[src/hw/rtl/o2vpi_pkg.sv]
// Shared types and constants for the oxygen valve PI controller.
package o2vpi_pkg;

	// Input sample beat
	typedef struct packed {
		logic signed [15:0] setpoint;
		logic signed [15:0] measured_flow;
		logic [15:0]        adjust_setting;
		logic               full_oxygen_mode;
		logic               maintenance_on;
	} o2vpi_sample_t;

	// Result beat
	typedef struct packed {
		logic [15:0] valve_drive;
		logic [15:0] valve_command;
	} o2vpi_result_t;

	// Configuration register file
	typedef struct packed {
		logic [15:0]        prop_gain;
		logic [15:0]        integral_gain;
		logic [19:0]        integral_max;
		logic signed [20:0] integral_min;
		logic [15:0]        off_level;
		logic [15:0]        adjust_floor;
	} o2vpi_cfg_t;

	// Stage load strobes handed to the datapath modules
	typedef struct packed {
		logic ld_s2;
		logic ld_s3;
		logic ld_s4;
		logic acc_upd;
		logic ld_s5;
		logic ld_s6;
	} o2vpi_ctl_t;

	// Configuration port geometry
	localparam int CFG_IDX_W  = 3;
	localparam int CFG_DATA_W = 21;

	// Register indexes
	localparam logic [CFG_IDX_W-1:0] REG_PROP_GAIN     = 3'd0;
	localparam logic [CFG_IDX_W-1:0] REG_INTEGRAL_GAIN = 3'd1;
	localparam logic [CFG_IDX_W-1:0] REG_INTEGRAL_MAX  = 3'd2;
	localparam logic [CFG_IDX_W-1:0] REG_INTEGRAL_MIN  = 3'd3;
	localparam logic [CFG_IDX_W-1:0] REG_OFF_LEVEL     = 3'd4;
	localparam logic [CFG_IDX_W-1:0] REG_ADJUST_FLOOR  = 3'd5;

	// Reset values
	localparam logic [19:0] INTEGRAL_MAX_RST = 20'd655350;
	localparam logic [15:0] OFF_LEVEL_RST    = 16'd65535;
	localparam logic [15:0] ADJUST_FLOOR_RST = 16'd21;

	// Datapath widths
	localparam int ERR_W  = 17;
	localparam int TERM_W = 24;
	localparam int ACC_W  = 22;
	localparam int QUOT_W = 20;

	// x/1000 == ((x >> 3) * DIV125_MUL) >> DIV125_SHIFT, exact for x < 2^32
	localparam logic [29:0] DIV125_MUL   = 30'd549755814;
	localparam int          DIV125_SHIFT = 36;

	// x/10 == ((x >> 1) * DIV5_MUL) >> DIV5_SHIFT, exact for x < 2^23
	localparam logic [22:0] DIV5_MUL   = 23'd6710887;
	localparam int          DIV5_SHIFT = 25;

	// Same for the 20-bit clamp limit, exact for x < 2^20
	localparam logic [19:0] CAP_DIV5_MUL   = 20'd838861;
	localparam int          CAP_DIV5_SHIFT = 22;

endpackage

[src/hw/rtl/o2vpi_cmd_out.sv]
// Command scaling by 1/10, saturation and valve drive selection (two stages).
module o2vpi_cmd_out (
	input  logic                                  clk,
	input  logic                                  arst_n,
	input  o2vpi_pkg::o2vpi_ctl_t                 ctl,
	input  logic signed [o2vpi_pkg::TERM_W-1:0]   prop_s4,
	input  logic signed [o2vpi_pkg::ACC_W-1:0]    acc_s4,
	input  logic                                  en_s4,
	input  logic [19:0]                           integral_max,
	input  logic [15:0]                           off_level,
	output o2vpi_pkg::o2vpi_result_t              result_s6
);

	logic signed [24:0] total;
	logic [21:0]        half;
	logic [44:0]        recip;
	logic [o2vpi_pkg::QUOT_W-1:0] quot;
	logic [o2vpi_pkg::QUOT_W-1:0] quot_s5;
	logic               en_s5;
	logic [38:0]        cap_recip;
	logic [16:0]        cap_full;
	logic [15:0]        cap_q;
	logic [15:0]        cmd;
	logic [15:0]        drive;

	// Command ceiling: integral_max/10, held to 16 bits
	always_comb begin
		cap_recip = integral_max[19:1] * o2vpi_pkg::CAP_DIV5_MUL;
		cap_full  = cap_recip[38:o2vpi_pkg::CAP_DIV5_SHIFT];
	end

	always_ff @(posedge clk) begin
		cap_q <= cap_full[16] ? 16'hFFFF : cap_full[15:0];
	end

	// Sum and divide by 10; a negative sum gives zero
	always_comb begin
		total = {prop_s4[23], prop_s4} + {{3{acc_s4[21]}}, acc_s4};
		half  = total[22:1];
		recip = half * o2vpi_pkg::DIV5_MUL;
		quot  = total[24] ? '0 : recip[44:o2vpi_pkg::DIV5_SHIFT];
	end

	// Stage 5
	always_ff @(posedge clk) begin
		if (ctl.ld_s5) begin
			quot_s5 <= quot;
			en_s5   <= en_s4;
		end
	end

	// Saturate and pick the drive, floored at zero
	always_comb begin
		cmd = (quot_s5 > {4'b0000, cap_q}) ? cap_q : quot_s5[15:0];
		if (en_s5) begin
			drive = (off_level >= cmd) ? off_level - cmd : 16'd0;
		end else begin
			drive = off_level;
		end
	end

	// Stage 6: result register
	always_ff @(posedge clk) begin
		if (ctl.ld_s6) begin
			result_s6.valve_drive   <= drive;
			result_s6.valve_command <= cmd;
		end
	end

`ifndef NO_ASSERTIONS
	// A loaded command never exceeds the ceiling
	assert property (@(posedge clk) disable iff (!arst_n)
		ctl.ld_s6 |=> result_s6.valve_command <= $past(cap_q))
		else $error("valve command above its ceiling");
`endif

endmodule

[config.mk]
export PLATFORM = sky130hd
export DESIGN_NAME = o2vpi_cmd_out
export DESIGN_NICKNAME = d
export VERILOG_FILES = /design/src/hw/rtl/o2vpi_pkg.sv /design/src/hw/rtl/o2vpi_cmd_out.sv
export SDC_FILE = /design/constraint.sdc
export NUM_CORES = 1
export LEC_CHECK = 0
export BUFFER_PORTS_ARGS = -buffer_cell sky130_fd_sc_hd__buf_4
export CORE_AREA = 2 2 209 211
export DETAILED_ROUTE_END_ITERATION = 16
export DIE_AREA = 0 0 211 213
export PLACE_DENSITY = 0.56
export SLEW_MARGIN = 25
export SYNTH_ARGS = -nofsm -noshare
export SYNTH_HDL_FRONTEND = slang
export SYNTH_SLANG_ARGS = --single-unit
[constraint.sdc]
create_clock -name clk -period 9.8 [get_ports clk]
set_clock_uncertainty 0.15 [all_clocks]
set_input_delay 0.49 -clock clk [delete_from_list [all_inputs] [get_ports clk]]
set_output_delay 0.49 -clock clk [all_outputs]
set_load 0.005 [all_outputs]
Word-level counts from Yosys, hierarchy flattened
Index checks and enable logic that the tools add are counted.
{ "word_totals": {"elab_cells": 14, "in_bits": 91, "ff_bits": 69, "out_inout_bits": 32} }
{ "classes": {"addsub": 2, "n_lt_le_gt_ge": 2, "n_mux": 3, "n_mul": 2} }
{ "op_table": {"columns": ["op", "n"], "rows": [
  ["$mux 16", 3],
  ["$mul 22x23->45 const B", 1],
  ["$mul 19x20->39 const B", 1],
  ["$add 24x22->25", 1],
  ["$gt 20x16->1", 1],
  ["$ge 16x16->1", 1],
  ["$sub 16x16->16", 1]
]} }

Depth between registers and ports, before layout
Gate-level depths: netlist of the first run.
{ "logic_depth": {"ltp_word": 5, "mapped_depth": 32, "mapped_depth_nobuf": 32} }

Worst setup path after synthesis of the first run
OpenSTA, ideal clock, no wires.
{ "synth_timing": {"kind": "input to register", "start": "input prop_s4[1] (netlist name)", "end": "register quot_s5[15] (netlist name) (data pin)", "t_required_ns": 9.393, "arrival_time_ns": 8.114, "path_stages": 31, "path_buffers": 0, "slack_ns": 1.280, "setup_time_ns": 0.257, "path_cell_list": "ha_1 a31o_2 a21oi_1 o21ai_1 o211a_1 a41oi_2 a211o_2 a31oi_1 mux2_4 or2_1 ha_1 inv_1 fa_1 fa_1 fa_1 inv_1 fa_1 inv_1 fa_1 fa_1 inv_1 ha_1 o21ai_0 a21oi_1 o311ai_0 nor3b_1 a21oi_4 o21a_4 o21ai_0 xnor2_1 nor2_1"} }
{ "synth_via": {"elab_chain_len": 2} }
{ "synth_lines": {"columns": ["item", "line_no", "text"], "rows": [
  ["start: declaration", "o2vpi_cmd_out.sv:6", "input logic signed [o2vpi_pkg::TERM_W-1:0] prop_s4,"],
  ["$add 24x22->25 (*)", "o2vpi_cmd_out.sv:38", "total = {prop_s4[23], prop_s4} + {{3{acc_s4[21]}}, acc_s4};"],
  ["$mul 22x23->45", "o2vpi_cmd_out.sv:40", "recip = half * o2vpi_pkg::DIV5_MUL;"],
  ["end signal: assignment", "o2vpi_cmd_out.sv:47", "quot_s5 <= quot;"],
  ["end: declaration", "o2vpi_cmd_out.sv:18", "logic [o2vpi_pkg::QUOT_W-1:0] quot_s5;"]
]} }
Every way passes the cells marked *; elsewhere a longest branch is shown, timed or not.
A chain may end at the register's enable or synchronous reset.

Worst setup path after layout of the first run
Same ends and word-level chain as after synthesis.

==> results.yml, run 1 <==
placed_design:
  globalplace.congestion: 0.875
  hpwl_um: 32800
  io_buffers: 116
  dp_worst_setup_slack_ns: 0.432
  dpl_cell_area_um2: 18400
clock_network:
  ctsHoldBuffers: 0
  h-tree-depth: 3
  cts_setup_buffers: 0
  worstSkewPairLatency_ns: 0.33
  cts_root_buffer: "clkbuf_16"
  path_clk_slew_ns: 0.05
  cts_buffers: 9
  ctsResizeCount: 0
  cts.path.max_buffers: 2
  cts_tree: "yes"
  cts.sinks: 69
critical_path:
  worstSetupStartpointType: "input port"
  r2r_start: "quot_s5[1]$_SDFFCE_PP0P_"
  cp.depth: 32
  worst-setup-path-type: "input port to flip-flop"
  reg2regPathDepth: 23
  endpoint: "quot_s5[15]$_SDFFCE_PP0P_"
  critical_path.max_fanout: 6
  crit_family: "adder cells"
  slowest_stage: "fa_1"
  startpoint: "prop_s4[1]"
  cp.arrival_ns: 8.93
  critPathBufInv: 5
  reg2reg_slack_ns: 3.89
  r2r_end: "result_s6[31]$_DFFE_PP_"
  slowest_delay_ns: 0.56
  required_ns: 9.73
  cp-end-kind: "flip-flop"
  crit_top_cell: "fa_1"
synth:
  netlist_instances: 1691
  syn_nets: 2400
  ys.flop_type: "edfxtp_1"
  syn_avg_cell_area_um2: 9.97
  ys_async_sr_fraction_pct: 0
  ys_ff_latch: 69
  synth_area_um2: 16900
  synth_edf_count: 53
  ys_warn_count: 0
  synthDistinctLibCells: 74
  yosysSeqAreaShare_pct: 11.3
floorplanning:
  die-width_um: 211
  coreArea_um2: 42700
  pin_count: 123
  die_h_um: 213
  rows: 76
  dieArea_um2: 44900
  start_util_pct: 39.5
flow_run:
  maxCapViolations: 0
timing:
  finalSetupViolations: 0
  tns_ns: 0
  worst_slack_ns: 0.799
  hold_viol_final: 0
  worstMarginPinSlew_ns: 0.779
  rsz0062_at_grt: "false"
  report.final.slew_viol_count: 0
  slew_headroom_pct: 47.7
  fmax_mhz: 111
  period_minus_slack_ns: 9.00
  post-route-period-util_pct: 91.8
global_routing:
  grt_pass1_wl_um: 61700
  antenna_found_initial: 0
  grt_max_degree: 33
  grt_pass1_vias: 12400
  grt_overflow_total: 0
  gr-usage-all-layers_pct: 17.1
final_layout:
  areaGrowthSynthToFinish_pct: 10.9
  post-route-util_pct: 43.8
  diodes: 0
  final_layout_size_suffix_gt1_share_pct: 9.65
  final_cell_mix: "inv_1, ha_1, fa_1"
  design_area_um2: 18700
  final_common_cell: "inv_1"
  nets: 2518
detailed_routing:
  wl_um: 36100
  wl_per_cell_um: 15.3
  drc_errors: 0
  vias_per_cell: 4.84
  drt_iter0_drc: 327
  ant_nets: 0
  first_pass_iters: 5
  vias: 11400
status:
  outcome: "complete, no violations"
worst_hold_path:
  hold_class: "input port to flip-flop"
-- cell usage after synthesis (all sizes together) (7+ instances only) --
cell | number | area (um^2)
nor2 | 43 | 161
nand2b | 8 | 50.1
a211oi | 9 | 72.6
a21oi | 68 | 352
mux2 | 17 | 195
nor3 | 10 | 50.1
a22o | 9 | 78.8
o21ai | 34 | 174
fa | 245 | 4900
nor2b | 13 | 81.3
and3 | 9 | 56.3
nand3 | 33 | 165
nand4 | 15 | 93.8
xnor2 | 37 | 324
or2 | 9 | 56.3
dfxtp | 16 | 320
edfxtp | 53 | 1590
o211ai | 7 | 71.3
buf | 7 | 40.0
o21bai | 8 | 60.1
ha | 373 | 4670
nand2 | 38 | 143
xor2 | 29 | 254
a21o | 45 | 338
o21a | 9 | 75.1
mux2i | 17 | 170
inv | 454 | 1700
a31oi | 10 | 62.6
-- cell type report --
cell class | instances | area (um^2)
fillers | 4133 | 24000
multi-input cells | 1156 | 13200
flip-flops and latches | 69 | 1910
inverters | 454 | 1700
repair buffers | 119 | 893
well taps | 546 | 683
clock buffers | 14 | 295
clock inverters | 2 | 11.3
-- how the worst min path moves through the flow --
stage                    startpoint                 endpoint  slack, ns  depth (start not counted)
3_5_place_dp    cap_q[8]$_SDFF_PP1_   result_s6[8]$_DFFE_PP_       0.43                          1
4_1_cts                       en_s4          en_s5$_DFFE_PP_       0.17                          1
6_report                      en_s4          en_s5$_DFFE_PP_       0.19                          1
2_1_floorplan  cap_q[10]$_SDFF_PP1_  result_s6[10]$_DFFE_PP_       0.41                          1
3_3_place_gp   cap_q[11]$_SDFF_PP1_  result_s6[11]$_DFFE_PP_       0.43                          1
5_1_grt                       en_s4          en_s5$_DFFE_PP_       0.18                          1
-- routing by layer --
| metal | share of wire [%] | routed length, um | track usage (%) |
|---|---|---|---|
| met5 | 0 | 0 | 0 |
| met4 | 0.96 | 348 | 2.65 |
| met3 | 2.4 | 864 | 1.10 |
| met2 | 48 | 17500 | 30.0 |
| met1 | 48 | 17400 | 23.8 |
-- worst register-to-register path: cells and delay by family, from the launching register on --
kind / cells / cell delay (ns)
fa+ha+maj: 3 / 0.90
simple gates: 4 / 0.38
compound gates: 13 / 3.04
mux: 1 / 0.30
flops: 1 / 0.46
buf+inv: 2 / 0.44
-- flip-flops by register name, summed over array words and instances, names as in the netlist --
signal and count:
result_s6 32, en_s5 1, cap_q 16, quot_s5 20
-- per-stage QoR --
step | std cells | hold slack [ns]
CTS | 2360 | 0.167
global placement | 2344 | 0.430
detailed placement | 2344 | 0.429
finish | 2360 | 0.185
floorplan | 1691 | 0.406
global route | 2360 | 0.183
-- logic make-up (layout without fill, tap and decap cells) --
logic type	Yosys count	in the layout	share of synthesized area (%)
AO/OA/AOI/OAI	240	240	9.91
XOR/XNOR	66	66	3.43
adder cells (fa/ha/maj)	618	618	56.8
buffers and inverters	466	589	10.5
flip-flops	69	69	11.3
multiplexers	34	34	2.17
AND/OR/NAND/NOR	198	198	5.92
Power of run 1 is left out: the tool's default activity adds up to more than one toggle a clock period on the data nets, which glitch-free logic cannot reach.
==> run 2: changes to the inputs <==
==> constraint.sdc (replaced) <==
create_clock -name clk -period 9.8 [get_ports clk]
set_clock_uncertainty 0.15 [all_clocks]
set_input_delay 0 -clock clk [delete_from_list [all_inputs] [get_ports clk]]
set_output_delay 0 -clock clk [all_outputs]
set_load 0.005 [all_outputs]
==> results.yml, run 2 (synthesis results as in run 1) <==
status:
  outcome: "complete, no violations"
final_layout:
  largest_register_ffs: 32
  diodes: 0
  top_regs: "result_s6 (32), quot_s5 (20), cap_q (16)"
  regMostFlops: "result_s6"
  areaGrowthSynthToFinish_pct: 11.9
  num-fill-cells: 4104
  nets: 2536
  post-route-util_pct: 44.2
  design_area_um2: 18900
  final_common_cell: "inv_1"
  final_layout_size_suffix_gt1_share_pct: 9.55
  final_cell_mix: "inv_1, ha_1, fa_1"
global_routing:
  grt_overflow_total: 0
  grt_pass1_wl_um: 61300
  grt_max_degree: 33
  antenna_found_initial: 0
  grt_pass1_vias: 12300
  gr-usage-all-layers_pct: 17.1
detailed_routing:
  met1_length_um: 17800
  vias: 11400
  routed-wl-met2_um: 17200
  wl_per_cell_um: 15.1
  ant_nets: 0
  highest_layer: "met4"
  wl_met3_um: 590
  wl_um: 35900
  drc_errors: 0
  first_pass_iters: 4
  drt_iter0_drc: 332
  vias_per_cell: 4.79
timing:
  period_minus_slack_ns: 8.61
  slew_headroom_pct: 40.3
  tns_ns: 0
  finalSetupViolations: 0
  whs_ns: 0.242
  post-route-period-util_pct: 87.8
  hold_viol_final: 0
  rsz0062_at_grt: "false"
  worstMarginPinSlew_ns: 0.890
  report.final.slew_viol_count: 0
  fmax_mhz: 116
clock_network:
  cts_root_buffer: "clkbuf_16"
  cts.sinks: 69
  cts.path.max_buffers: 2
  cts_tree: "yes"
  cts_setup_buffers: 0
  worstSkewPairLatency_ns: 0.33
  h-tree-depth: 3
  cts_buffers: 9
  path_clk_slew_ns: 0.06
critical_path:
  r2r_start: "quot_s5[1]$_SDFFCE_PP0P_"
  slowest_delay_ns: 0.55
  reg2regPathDepth: 23
  critical_path.max_fanout: 6
  required_ns: 9.73
  worst-setup-path-type: "input port to flip-flop"
  critPathBufInv: 5
  slowest_stage: "fa_1"
  cp.arrival_ns: 8.54
  cp-end-kind: "flip-flop"
  crit_family: "adder cells"
  startpoint: "prop_s4[4]"
  worstSetupStartpointType: "input port"
  crit_top_cell: "fa_1"
  cp.depth: 32
worst_hold_path:
  hold_path_depth: 2
  hold_class: "input port to flip-flop"
  hold_start: "en_s4"
floorplanning:
  pin_count: 123
  coreArea_um2: 42700
  die_h_um: 213
  die-width_um: 211
  dieArea_um2: 44900
  start_util_pct: 39.5
  rows: 76
placed_design:
  globalplace.congestion: 0.901
  io_buffers: 116
  dpl_cell_area_um2: 18400
  hpwl_um: 32600
flow_run:
  maxCapViolations: 0
-- run 2: changes by cell type in the layout (fill, tap and decap cells not counted) --
cell / before / now
buf_4: 119 / 118
clkbuf_1: 1 / 0
clkbuf_8: 3 / 0
clkinv_2: 1 / 2
clkinvlp_4: 0 / 1
dlygate4sd3_1: 0 / 19
inv_6: 0 / 2
-- run 2: what timing repair did --
action,CTS,global route
gates resized for setup,0,0
hold buffers,19,0
hold endpoints to repair,70,0
-- run 2: final cells by class --
cell class,instances,area [um^2],area share (%)
Sequential cell,69,1910,10.1
Inverter,454,1700,9.03
Multi-Input combinational cell,1156,13200,70.0
Timing Repair Buffer,137,1080,5.70
Clock inverter,6,41.3,0.219
Tap cell,546,683,3.62
Clock buffer,10,250,1.33
-- run 2: per-stage QoR --
stage | worst slack [ns] | instances
after floorplan | 1.77 | 1691
after global placement | 0.992 | 2343
after detailed placement | 0.841 | 2343
after CTS | 1.17 | 2378
after global routing | 0.615 | 2378
final | 1.19 | 2378
-- run 2: path summary, 6_finish.rpt --
kind | slack (ns) | end
setup / recovery | 1.19 | quot_s5[15]$_SDFFCE_PP0P_
hold / removal | 0.24 | en_s5$_DFFE_PP_
setup reg to reg | 3.80 | result_s6[31]$_DFFE_PP_
hold reg to reg | 0.44 | result_s6[8]$_DFFE_PP_
-- run 2: routing by layer --
| metal | GRT usage [%] | vias up |
|---|---|---|
| met1 | 23.9 | 5443 |
| met4 | 2.09 | 0 |
| met2 | 30.0 | 130 |
| li1 | - | 5807 |
| met3 | 1.01 | 12 |
| met5 | 0 | - |
Power of run 2 is left out for the same reason.
