[src/hw/rtl/o2vpi_pkg.sv]
// Shared types and constants for the oxygen valve PI controller.
package o2vpi_pkg;

	// Input sample beat
	typedef struct packed {
		logic signed [15:0] setpoint;
		logic signed [15:0] measured_flow;
		logic [15:0]        adjust_setting;
		logic               full_oxygen_mode;
		logic               maintenance_on;
	} o2vpi_sample_t;

	// Result beat
	typedef struct packed {
		logic [15:0] valve_drive;
		logic [15:0] valve_command;
	} o2vpi_result_t;

	// Configuration register file
	typedef struct packed {
		logic [15:0]        prop_gain;
		logic [15:0]        integral_gain;
		logic [19:0]        integral_max;
		logic signed [20:0] integral_min;
		logic [15:0]        off_level;
		logic [15:0]        adjust_floor;
	} o2vpi_cfg_t;

	// Stage load strobes handed to the datapath modules
	typedef struct packed {
		logic ld_s2;
		logic ld_s3;
		logic ld_s4;
		logic acc_upd;
		logic ld_s5;
		logic ld_s6;
	} o2vpi_ctl_t;

	// Configuration port geometry
	localparam int CFG_IDX_W  = 3;
	localparam int CFG_DATA_W = 21;

	// Register indexes
	localparam logic [CFG_IDX_W-1:0] REG_PROP_GAIN     = 3'd0;
	localparam logic [CFG_IDX_W-1:0] REG_INTEGRAL_GAIN = 3'd1;
	localparam logic [CFG_IDX_W-1:0] REG_INTEGRAL_MAX  = 3'd2;
	localparam logic [CFG_IDX_W-1:0] REG_INTEGRAL_MIN  = 3'd3;
	localparam logic [CFG_IDX_W-1:0] REG_OFF_LEVEL     = 3'd4;
	localparam logic [CFG_IDX_W-1:0] REG_ADJUST_FLOOR  = 3'd5;

	// Reset values
	localparam logic [19:0] INTEGRAL_MAX_RST = 20'd655350;
	localparam logic [15:0] OFF_LEVEL_RST    = 16'd65535;
	localparam logic [15:0] ADJUST_FLOOR_RST = 16'd21;

	// Datapath widths
	localparam int ERR_W  = 17;
	localparam int TERM_W = 24;
	localparam int ACC_W  = 22;
	localparam int QUOT_W = 20;

	// x/1000 == ((x >> 3) * DIV125_MUL) >> DIV125_SHIFT, exact for x < 2^32
	localparam logic [29:0] DIV125_MUL   = 30'd549755814;
	localparam int          DIV125_SHIFT = 36;

	// x/10 == ((x >> 1) * DIV5_MUL) >> DIV5_SHIFT, exact for x < 2^23
	localparam logic [22:0] DIV5_MUL   = 23'd6710887;
	localparam int          DIV5_SHIFT = 25;

	// Same for the 20-bit clamp limit, exact for x < 2^20
	localparam logic [19:0] CAP_DIV5_MUL   = 20'd838861;
	localparam int          CAP_DIV5_SHIFT = 22;

endpackage

[src/hw/rtl/o2vpi_integrator.sv]
// Integral accumulator with min/max clamp; carries the proportional term alongside.
module o2vpi_integrator (
	input  logic                                  clk,
	input  logic                                  arst_n,
	input  o2vpi_pkg::o2vpi_ctl_t                 ctl,
	input  logic signed [o2vpi_pkg::TERM_W-1:0]   prop_s3,
	input  logic signed [o2vpi_pkg::TERM_W-1:0]   inc_s3,
	input  logic [19:0]                           integral_max,
	input  logic signed [20:0]                    integral_min,
	output logic signed [o2vpi_pkg::TERM_W-1:0]   prop_s4,
	output logic signed [o2vpi_pkg::ACC_W-1:0]    acc_s4
);

	logic signed [o2vpi_pkg::ACC_W-1:0] acc_q;
	logic signed [o2vpi_pkg::ACC_W-1:0] acc_next;
	logic signed [24:0] sum;
	logic signed [24:0] max_ext;
	logic signed [24:0] min_ext;
	logic signed [24:0] hi_clamped;
	logic signed [24:0] lo_clamped;

	// Add the increment, clamp to max first and then to min
	always_comb begin
		max_ext    = {5'b00000, integral_max};
		min_ext    = {{4{integral_min[20]}}, integral_min};
		sum        = {{3{acc_q[21]}}, acc_q} + {inc_s3[23], inc_s3};
		hi_clamped = (sum > max_ext) ? max_ext : sum;
		lo_clamped = (hi_clamped < min_ext) ? min_ext : hi_clamped;
		acc_next   = lo_clamped[o2vpi_pkg::ACC_W-1:0];
	end

	// Accumulator state: advance once per sample
	always_ff @(posedge clk or negedge arst_n) begin
		if (!arst_n) begin
			acc_q <= '0;
		end else if (ctl.acc_upd) begin
			acc_q <= acc_next;
		end
	end

	// Stage 4 copies for the command path
	always_ff @(posedge clk) begin
		if (ctl.ld_s4) begin
			prop_s4 <= prop_s3;
			acc_s4  <= acc_next;
		end
	end

`ifndef NO_ASSERTIONS
	// The accumulator moves only on a sample update
	assert property (@(posedge clk) disable iff (!arst_n)
		!ctl.acc_upd |=> $stable(acc_q))
		else $error("integral accumulator changed without a sample");

	// An update lands at or below the max clamp, or exactly on the min clamp
	assert property (@(posedge clk) disable iff (!arst_n)
		ctl.acc_upd |=> ($signed({{3{acc_q[21]}}, acc_q}) <= $past(max_ext)
			|| $signed({{3{acc_q[21]}}, acc_q}) == $past(min_ext)))
		else $error("integral accumulator outside its clamp range");
`endif

endmodule

[config.mk]
export PLATFORM = sky130hd
export DESIGN_NAME = o2vpi_integrator
export DESIGN_NICKNAME = d
export VERILOG_FILES = /design/src/hw/rtl/o2vpi_pkg.sv /design/src/hw/rtl/o2vpi_integrator.sv
export SDC_FILE = /design/constraint.sdc
export NUM_CORES = 1
export LEC_CHECK = 0
export CORE_UTILIZATION = 35
export DETAILED_ROUTE_END_ITERATION = 8
export DONT_BUFFER_PORTS = 1
export GPL_TIMING_DRIVEN = 1
export PLACE_DENSITY = 0.54
export SLEW_MARGIN = 20
export SYNTH_ARGS = -nofsm -noshare
export SYNTH_HDL_FRONTEND = slang
export SYNTH_SLANG_ARGS = --single-unit
[constraint.sdc]
create_clock -name clk -period 9.45 [get_ports clk]
set_clock_uncertainty 0.15 [all_clocks]
set_input_delay 1.89 -clock clk [delete_from_list [all_inputs] [get_ports clk]]
set_output_delay 1.89 -clock clk [all_outputs]
set_load 0.02 [all_outputs]
Word level (Yosys, flattened, before mapping)
Index checks and enable logic that the tools add are counted.

storage, ports and cells
  output and inout bits = 46
  bits of input ports = 97
  register bits = 68
  logic and storage cells = 8

operators by class
  order comparisons = 2
  $add $sub $neg = 1
  multiplexer cells = 2

operators by type and width
  cell                                   number
  adder 22 x 24 -> 25 bit                1
  > comparator 25 x 21 -> 1 bit          1
  less-than comparator 25 x 21 -> 1 bit  1
  two-way mux 25 bit                     1
  two-way mux 22 bit                     1

Depth between registers and ports, before layout
Gate-level depths: netlist (run 1).

  depth after elaboration = 5
  gate-level depth with buffers = 35
  depth with buffers taken out = 31

Worst setup path after synthesis (run 1)
OpenSTA, ideal clock, no wires.

  path kind = in2reg
  start point = input port inc_s3[0] in the netlist's numbering
  end point = register acc_q[11] in the netlist's numbering
  setup time = 0.090 ns
  setup slack = 0.966 ns
  arrival time = 8.243 ns
  stages = 34
  cells stage by stage = ha_1 -> fa_1 -> a21o_1 -> a31oi_1 -> o21bai_1 -> a21oi_1 -> nor2b_1 -> o21ai_0 -> nand2b_1 -> xor2_1 -> ha_1 -> a21oi_1 -> nor2_1 -> a211oi_1 -> o211ai_1 -> o21a_1 -> a2111oi_4 -> a21oi_2 -> buf_2 -> buf_2 -> mux2i_1 -> inv_1 -> ha_1 -> a21o_1 -> a2111oi_0 -> o31ai_1 -> or2_2 -> and2_1 -> a21oi_1 -> nand4_1 -> or2_2 -> clkbuf_1 -> clkbuf_1 -> o221ai_1

between the ends
  word-level cells in the longest chain between the ends = 5

ends and longest elaborated chain
  element                                line                    source
  start: declaration                     o2vpi_integrator.sv:7   input logic signed [o2vpi_pkg::TERM_W-1:0] inc_s3,
  adder 22 x 24 -> 25 bit (*)            o2vpi_integrator.sv:26  sum = {{3{acc_q[21]}}, acc_q} + {inc_s3[23], inc_s3};
  > comparator 25 x 21 -> 1 bit          o2vpi_integrator.sv:27  hi_clamped = (sum > max_ext) ? max_ext : sum;
  two-way mux 25 bit (*)                 o2vpi_integrator.sv:27
  less-than comparator 25 x 21 -> 1 bit  o2vpi_integrator.sv:28  lo_clamped = (hi_clamped < min_ext) ? min_ext : hi_clamped;
  two-way mux 22 bit (*)                 o2vpi_integrator.sv:28
  end signal: assignment                 o2vpi_integrator.sv:37  acc_q <= acc_next;
  end: declaration                       o2vpi_integrator.sv:14  logic signed [o2vpi_pkg::ACC_W-1:0] acc_q;

Every way passes the cells marked *; elsewhere a longest branch is shown, timed or not.
A chain may end at the register's enable or synchronous reset.

Final worst setup path (run 1)
  start point = input port inc_s3[0] in the netlist's numbering
  end point = register acc_q[13] in the netlist's numbering

The elaborated chain is that of the path after synthesis.

==> metrics.yaml, run 1 <==
run_status:
  outcome: "complete, no violations"
die:
  coreArea_mm2: 0.01526
  starting_density_of_the_core: 0.3594
  design.die.area_mm2: 0.01617
  std_cell_rows: 45
  die_h_um: 127.2
  fp.dieW_um: 127.2
  boundaryPins: 143
worst_hold_path:
  worst_hold_endpoint: "acc_q[12]"
  timing.hold.worst.class: "flop to flop"
  min-delay-start: "acc_q[12]"
  hold_path_depth: 2
placed_design:
  io_buffer_count: 0
  hpwl_mm: 13.15
  placed_inst_area_mm2: 0.005806
  post-place-ws_ns: 0.2063
  gp_routability_congestion: 0.8962
clocking:
  postCtsHoldBufs: 0
  clkSinkCount: 68
  clkSlewWorstSetupHoldPaths_ns: 0.06
  postCtsResizedCells: 0
  ctsRootBufferMaster: "clkbuf_16"
  clock_tree_from_tritoncts: "done"
  num_cts_buffers: 9
  insertion_delay_ns: 0.34
  ctsHtreeMaxLevel: 3
  clock_path_buffers: 2
  cts.repair_timing.setup_buffer_count: 0
power:
  power-per-cell-area_mw_per_mm2: 444.5
  ir_drop_mv: 0.1705
  p_leak_nw: 2.699
sta:
  finalSetupViolCount: 0
  final.setup.worst_slack_ns: 0.4088
  finalCriticalPeriod_ns: 9.041
  timing_hold_violations_final: 0
  maxSlewHeadroom: 0.4820
  grt_setup_unrepaired: "false"
  final_period_utilization: 0.9567
  timing.setup.tns_ns: 0
  fmaxAchievable_ghz: 0.1106
  slew_at_the_pin_with_the_worst_max_slew_slack_ns: 0.7770
  timing.final.max_slew_violations: 0
final_layout:
  postLayoutCoreUtil: 0.4036
  fillers: 1512
  synthToLayoutAreaGrowth_pct: 12.30
  post-route-cell-area_mm2: 0.006158
  antenna_cells_inserted: 0
  final_layout_size_suffix_gt1_frac: 0.09029
  nNetsFinal: 748
yosys:
  syn_area_mm2: 0.005484
  synth_warnings: 0
  synth-async-reset-ratio: 0.3235
  yosys_register_bits: 68
  ys_types: 58
  synth_most_common_cell: "ha_1"
  synthesis.instances: 575
  yosys-top-cells-area: "edfxtp_1, ha_1, dfrtp_1"
  sequential_share_of_the_synthesized_area: 0.3523
  postSynthNetCount: 741
  synth_top_area_share: 0.2519
  dominantRegCellSynth: "edfxtp_1"
  synthesis.area_per_instance_um2: 9.537
  edff_count_synth: 46
  synth_top_cells_by_count: "ha_1, inv_1, a21oi_1"
  synth_largest_area_cell: "edfxtp_1"
drt:
  routedWlPerCell_um: 20.64
  drt_iter0_drc: 305
  route.detailed.drc: 0
  via_count: 4531
  routed_via_density: 5.678
  dr.pass1.iters: 5
  antenna_left: 0
  wl_mm: 16.47
global_routing:
  antenna_violations_before_repair: 0
  grt_pass1_wl_mm: 25.22
  via_count_of_the_first_global_routing_pass: 4553
  grt_max_degree: 47
  grt.overflow.total: 0
  grtUsageTotal: 0.2056
critical_path:
  worst-setup-path-type: "input pin to flop"
  critical_path.max_stage_delay_ns: 0.42
  cp_data_arrival_time_ns: 9.13
  worst_path_required_ns: 9.54
  critical_path.startpoint: "inc_s3[0]"
  r2r_slack_ns: 1.55
  worst-r2r-cell-count: 32
  critical_path.slowest_cell: "fa_1"
  r2r_start: "acc_q[0]"
  worst_setup_path_end_kind: "flop"
  crit_path_start_kind: "input pin"
  timing.critical_path.fanout_max: 10
  timing.rr.end: "acc_q[13]"
flow_run:
  maxCapViolCount: 0
==> placed cells by master, fill, tap and decap left out, types with 3 or more instances in the layout <==
cell type / Yosys / layout
a211o_1: 3 / 3
a221o_1: 3 / 3
a21oi_1: 54 / 54
a32oi_1: 14 / 14
nor2_1: 11 / 11
o21a_1: 3 / 3
inv_1: 64 / 64
nor2b_1: 6 / 6
buf_4: 1 / 19
nand4_1: 11 / 11
o21bai_1: 5 / 5
edfxtp_1: 46 / 46
nand2_1: 30 / 30
ha_1: 68 / 68
dfrtp_1: 22 / 22
a211oi_1: 9 / 9
nand2b_1: 3 / 3
nand3_1: 12 / 12
bufinv_16: 0 / 3
or3_1: 4 / 4
xnor2_1: 9 / 9
o211ai_1: 10 / 10
a21o_1: 16 / 16
a31oi_1: 5 / 4
clkbuf_16: 0 / 9
nor3_1: 19 / 18
o21ai_1: 7 / 8
mux2i_1: 15 / 15
o221ai_1: 14 / 14
and2_1: 8 / 8
o311ai_1: 4 / 4
xor2_1: 11 / 11
o21ai_0: 27 / 26
mux2_2: 4 / 4
==> cell type report <==
class                           instances  area (µm²)  share of cell area
Multi-Input combinational cell        418        3199              0.5195
Timing Repair Buffer                   21       182.7             0.02966
Clock inverter                          6       111.4             0.01808
Sequential cell                        68        1932              0.3137
Inverter                               64       240.2             0.03901
Tap cell                              211       264.0             0.04287
Clock buffer                           10       229.0             0.03718
==> critical path, delay by kind of cell <==
kind,cells,cell delay [ns]
buffers and inverters,2,0.37
AND/OR/NAND/NOR,8,1.49
adder cells (fa/ha/maj),4,1.26
XOR/XNOR,1,0.22
AO/OA/AOI/OAI,17,3.91
==> state kept, by name (all words and copies together) (netlist names) <==
name,flops
acc_q,22
acc_s4,22
prop_s4,24
==> how the worst max path moves through the flow <==
| stage | endpoint | slack, ns | depth (start not counted) |
|---|---|---|---|
| 6_report | acc_q[13] | 0.41 | 32 |
| 2_1_floorplan | acc_q[11] | 0.97 | 34 |
| 3_5_place_dp | acc_q[13] | 0.21 | 33 |
| 3_3_place_gp | acc_q[13] | 0.33 | 33 |
| 4_1_cts | acc_q[13] | 0.52 | 33 |
| 5_1_grt | acc_q[17] | 0.06 | 32 |
==> power by group <==
group          internal (mW)  total, mW  switching (mW)
sequential             0.473      0.620           0.147
clock                  0.258      0.388           0.130
combinational          0.719       1.73            1.01
total                   1.45       2.74            1.29
==> kinds of logic (layout without fill, tap and decap cells) <==
group | after synthesis | in the layout | share of synthesized area
flip-flops | 68 | 68 | 0.3523
AO/OA/AOI/OAI | 190 | 190 | 0.2359
buffers and inverters | 89 | 101 | 0.06662
AND/OR/NAND/NOR | 118 | 118 | 0.1134
multiplexers | 21 | 21 | 0.04107
XOR/XNOR | 20 | 20 | 0.03194
adder cells (fa/ha/maj) | 69 | 69 | 0.1588
==> metal layers <==
metal  up-vias  part of all wire  track usage
li1       2194                 -            -
met1      2155              0.44       0.2552
met2       163              0.47       0.3416
met3        19             0.075      0.06700
met4         0             0.017      0.05812
met5         -                 0            0
==> through the flow <==
stage | hold slack, ns | cells | total power [mW]
floorplan | 0.3133 | 575 | 1.823
global placement | 0.3632 | 782 | 2.296
detailed placement | 0.3681 | 782 | 2.327
CTS | 0.3811 | 798 | 2.733
global route | 0.4050 | 798 | 2.948
finish | 0.3693 | 798 | 2.737
Note: power is estimated with default switching activity, not from simulation.
==> run 2, diff against run 1 <==
Settings changed: CTS_BUF_LIST from default to sky130_fd_sc_hd__clkbuf_16, SLEW_MARGIN 20 to 0.
==> metrics.yaml, run 2 (synthesized netlist as in run 1, its figures left out) <==
clocking:
  ctsHtreeMaxLevel: 3
  clkSinkCount: 68
  insertion_delay_ns: 0.34
  ctsRootBufferMaster: "clkbuf_16"
  clkSlewWorstSetupHoldPaths_ns: 0.06
  clock_path_buffers: 2
  postCtsHoldBufs: 0
  clock_tree_from_tritoncts: "done"
  num_cts_buffers: 9
die:
  fp.dieW_um: 127.2
  coreArea_mm2: 0.01526
  boundaryPins: 143
  starting_density_of_the_core: 0.3594
  std_cell_rows: 45
  die_h_um: 127.2
  design.die.area_mm2: 0.01617
final_layout:
  seq_area_mm2: 0.001932
  final_layout_size_suffix_gt1_frac: 0.09029
  final_cell_mix: "ha_1, inv_1, a21oi_1, edfxtp_1, nand2_1"
  nNetsFinal: 748
  largest_reg_flops: 24
  largest_register: "prop_s4"
  antenna_cells_inserted: 0
  layout_commonest_cell: "ha_1"
  postLayoutCoreUtil: 0.4036
  largest_registers: "prop_s4: 24 flops, acc_q: 22 flops, acc_s4: 22 flops"
  fillers: 1512
  synthToLayoutAreaGrowth_pct: 12.30
  multi_input_area_mm2: 0.003199
power:
  p_leak_nw: 2.703
  ir_drop_mv: 0.1705
  power-per-cell-area_mw_per_mm2: 444.1
global_routing:
  via_count_of_the_first_global_routing_pass: 4553
  grt_pass1_wl_mm: 25.22
  grt_busiest_layer: "met2"
  grt.overflow.total: 0
  antenna_violations_before_repair: 0
  grt_max_degree: 47
  grtUsageTotal: 0.2056
  use_met2: 0.3416
  gr-usage-met3: 0.06700
  met1_usage: 0.2552
sta:
  maxSlewHeadroom: 0.4830
  timing.final.max_slew_violations: 0
  fmaxAchievable_ghz: 0.1106
  timing_hold_violations_final: 0
  grt_setup_unrepaired: "false"
  finalCriticalPeriod_ns: 9.038
  slew_at_the_pin_with_the_worst_max_slew_slack_ns: 0.7755
  timing.setup.tns_ns: 0
  finalSetupViolCount: 0
  final_period_utilization: 0.9564
drt:
  routed_via_density: 5.659
  drt_iter0_drc: 305
  antenna_left: 0
  via_count: 4516
  route.detailed.drc: 0
  routedWlPerCell_um: 20.61
  wl_mm: 16.45
  dr.pass1.iters: 5
critical_path:
  crit_path_start_kind: "input pin"
  critical_path.slowest_cell: "fa_1"
  worst-setup-path-type: "input pin to flop"
  timing.critical_path.fanout_max: 10
  worst_setup_path_end_kind: "flop"
  cp_data_arrival_time_ns: 9.13
  worst_path_required_ns: 9.54
  worst-r2r-cell-count: 32
  critical_path.max_stage_delay_ns: 0.42
run_status:
  outcome: "complete, no violations"
flow_run:
  maxCapViolCount: 0
placed_design:
  hpwl_mm: 13.15
  gp_routability_congestion: 0.8962
  io_buffer_count: 0
worst_hold_path:
  timing.hold.worst.class: "flop to flop"
  hold_path_depth: 2
-- run 2: changes by cell type in the layout (fill, tap and decap cells not counted), sizes merged --
cell | before | now
clkbuf | 10 | 9
inv | 65 | 66
-- run 2: path summary, 6_finish.rpt --
path | from | end | slack, ns
setup reg to reg | acc_q[0] | acc_q[13] | 1.55
max in group asynchronous | arst_n | acc_q[19] | 7.97
hold reg to reg | acc_q[12] | acc_q[12] | 0.37
min in group asynchronous | arst_n | acc_q[5] | 1.09
setup / recovery | inc_s3[0] | acc_q[13] | 0.41
hold / removal | acc_q[12] | acc_q[12] | 0.37
-- run 2: stage by stage --
stage | cell area, µm² | std cells | setup slack (ns) | hold WS, ns | total power [mW]
finish | 6158 | 798 | 0.4122 | 0.3693 | 2.735
global route | 6158 | 798 | 0.06043 | 0.4050 | 2.947
CTS | 6146 | 798 | 0.5179 | 0.3811 | 2.732
detailed placement | 5806 | 782 | 0.2063 | 0.3681 | 2.327
global placement | 5806 | 782 | 0.3325 | 0.3632 | 2.296
floorplan | 5484 | 575 | 0.9663 | 0.3133 | 1.823
-- run 2: power by group --
part / internal, mW / switching, mW
clock: 0.257 / 0.130
sequential: 0.473 / 0.147
combinational: 0.719 / 1.01
-- run 2: worst max-delay path: cells and delay by family --
family / cells / cell delay [ns]
buffers and inverters: 2 / 0.37
xor gates and xnor gates: 1 / 0.22
AOI/OAI and AO/OA: 17 / 3.90
and+or+nand+nor: 8 / 1.50
adders and majority gates: 4 / 1.26
-- run 2: what timing repair did --
action | CTS | global route
setup endpoints to repair | 0 | 15
buffers inserted | 0 | 0
gates resized for setup | 0 | 3
-- run 2: area by class of cell --
| type | count | share of cell area |
|---|---|---|
| clock inverter | 7 | 0.01869 |
| timing repair buffer | 21 | 0.02966 |
| multi-input combinational | 418 | 0.5195 |
| tap | 211 | 0.04287 |
| sequential | 68 | 0.3137 |
| clock buffer | 9 | 0.03657 |
| inverter | 64 | 0.03901 |
-- run 2: per-layer routing --
layer  up-vias  part of all wire
met3        19             0.074
met4         0             0.017
li1       2195                 -
met5         -                 0
met1      2143              0.44
met2       159              0.47
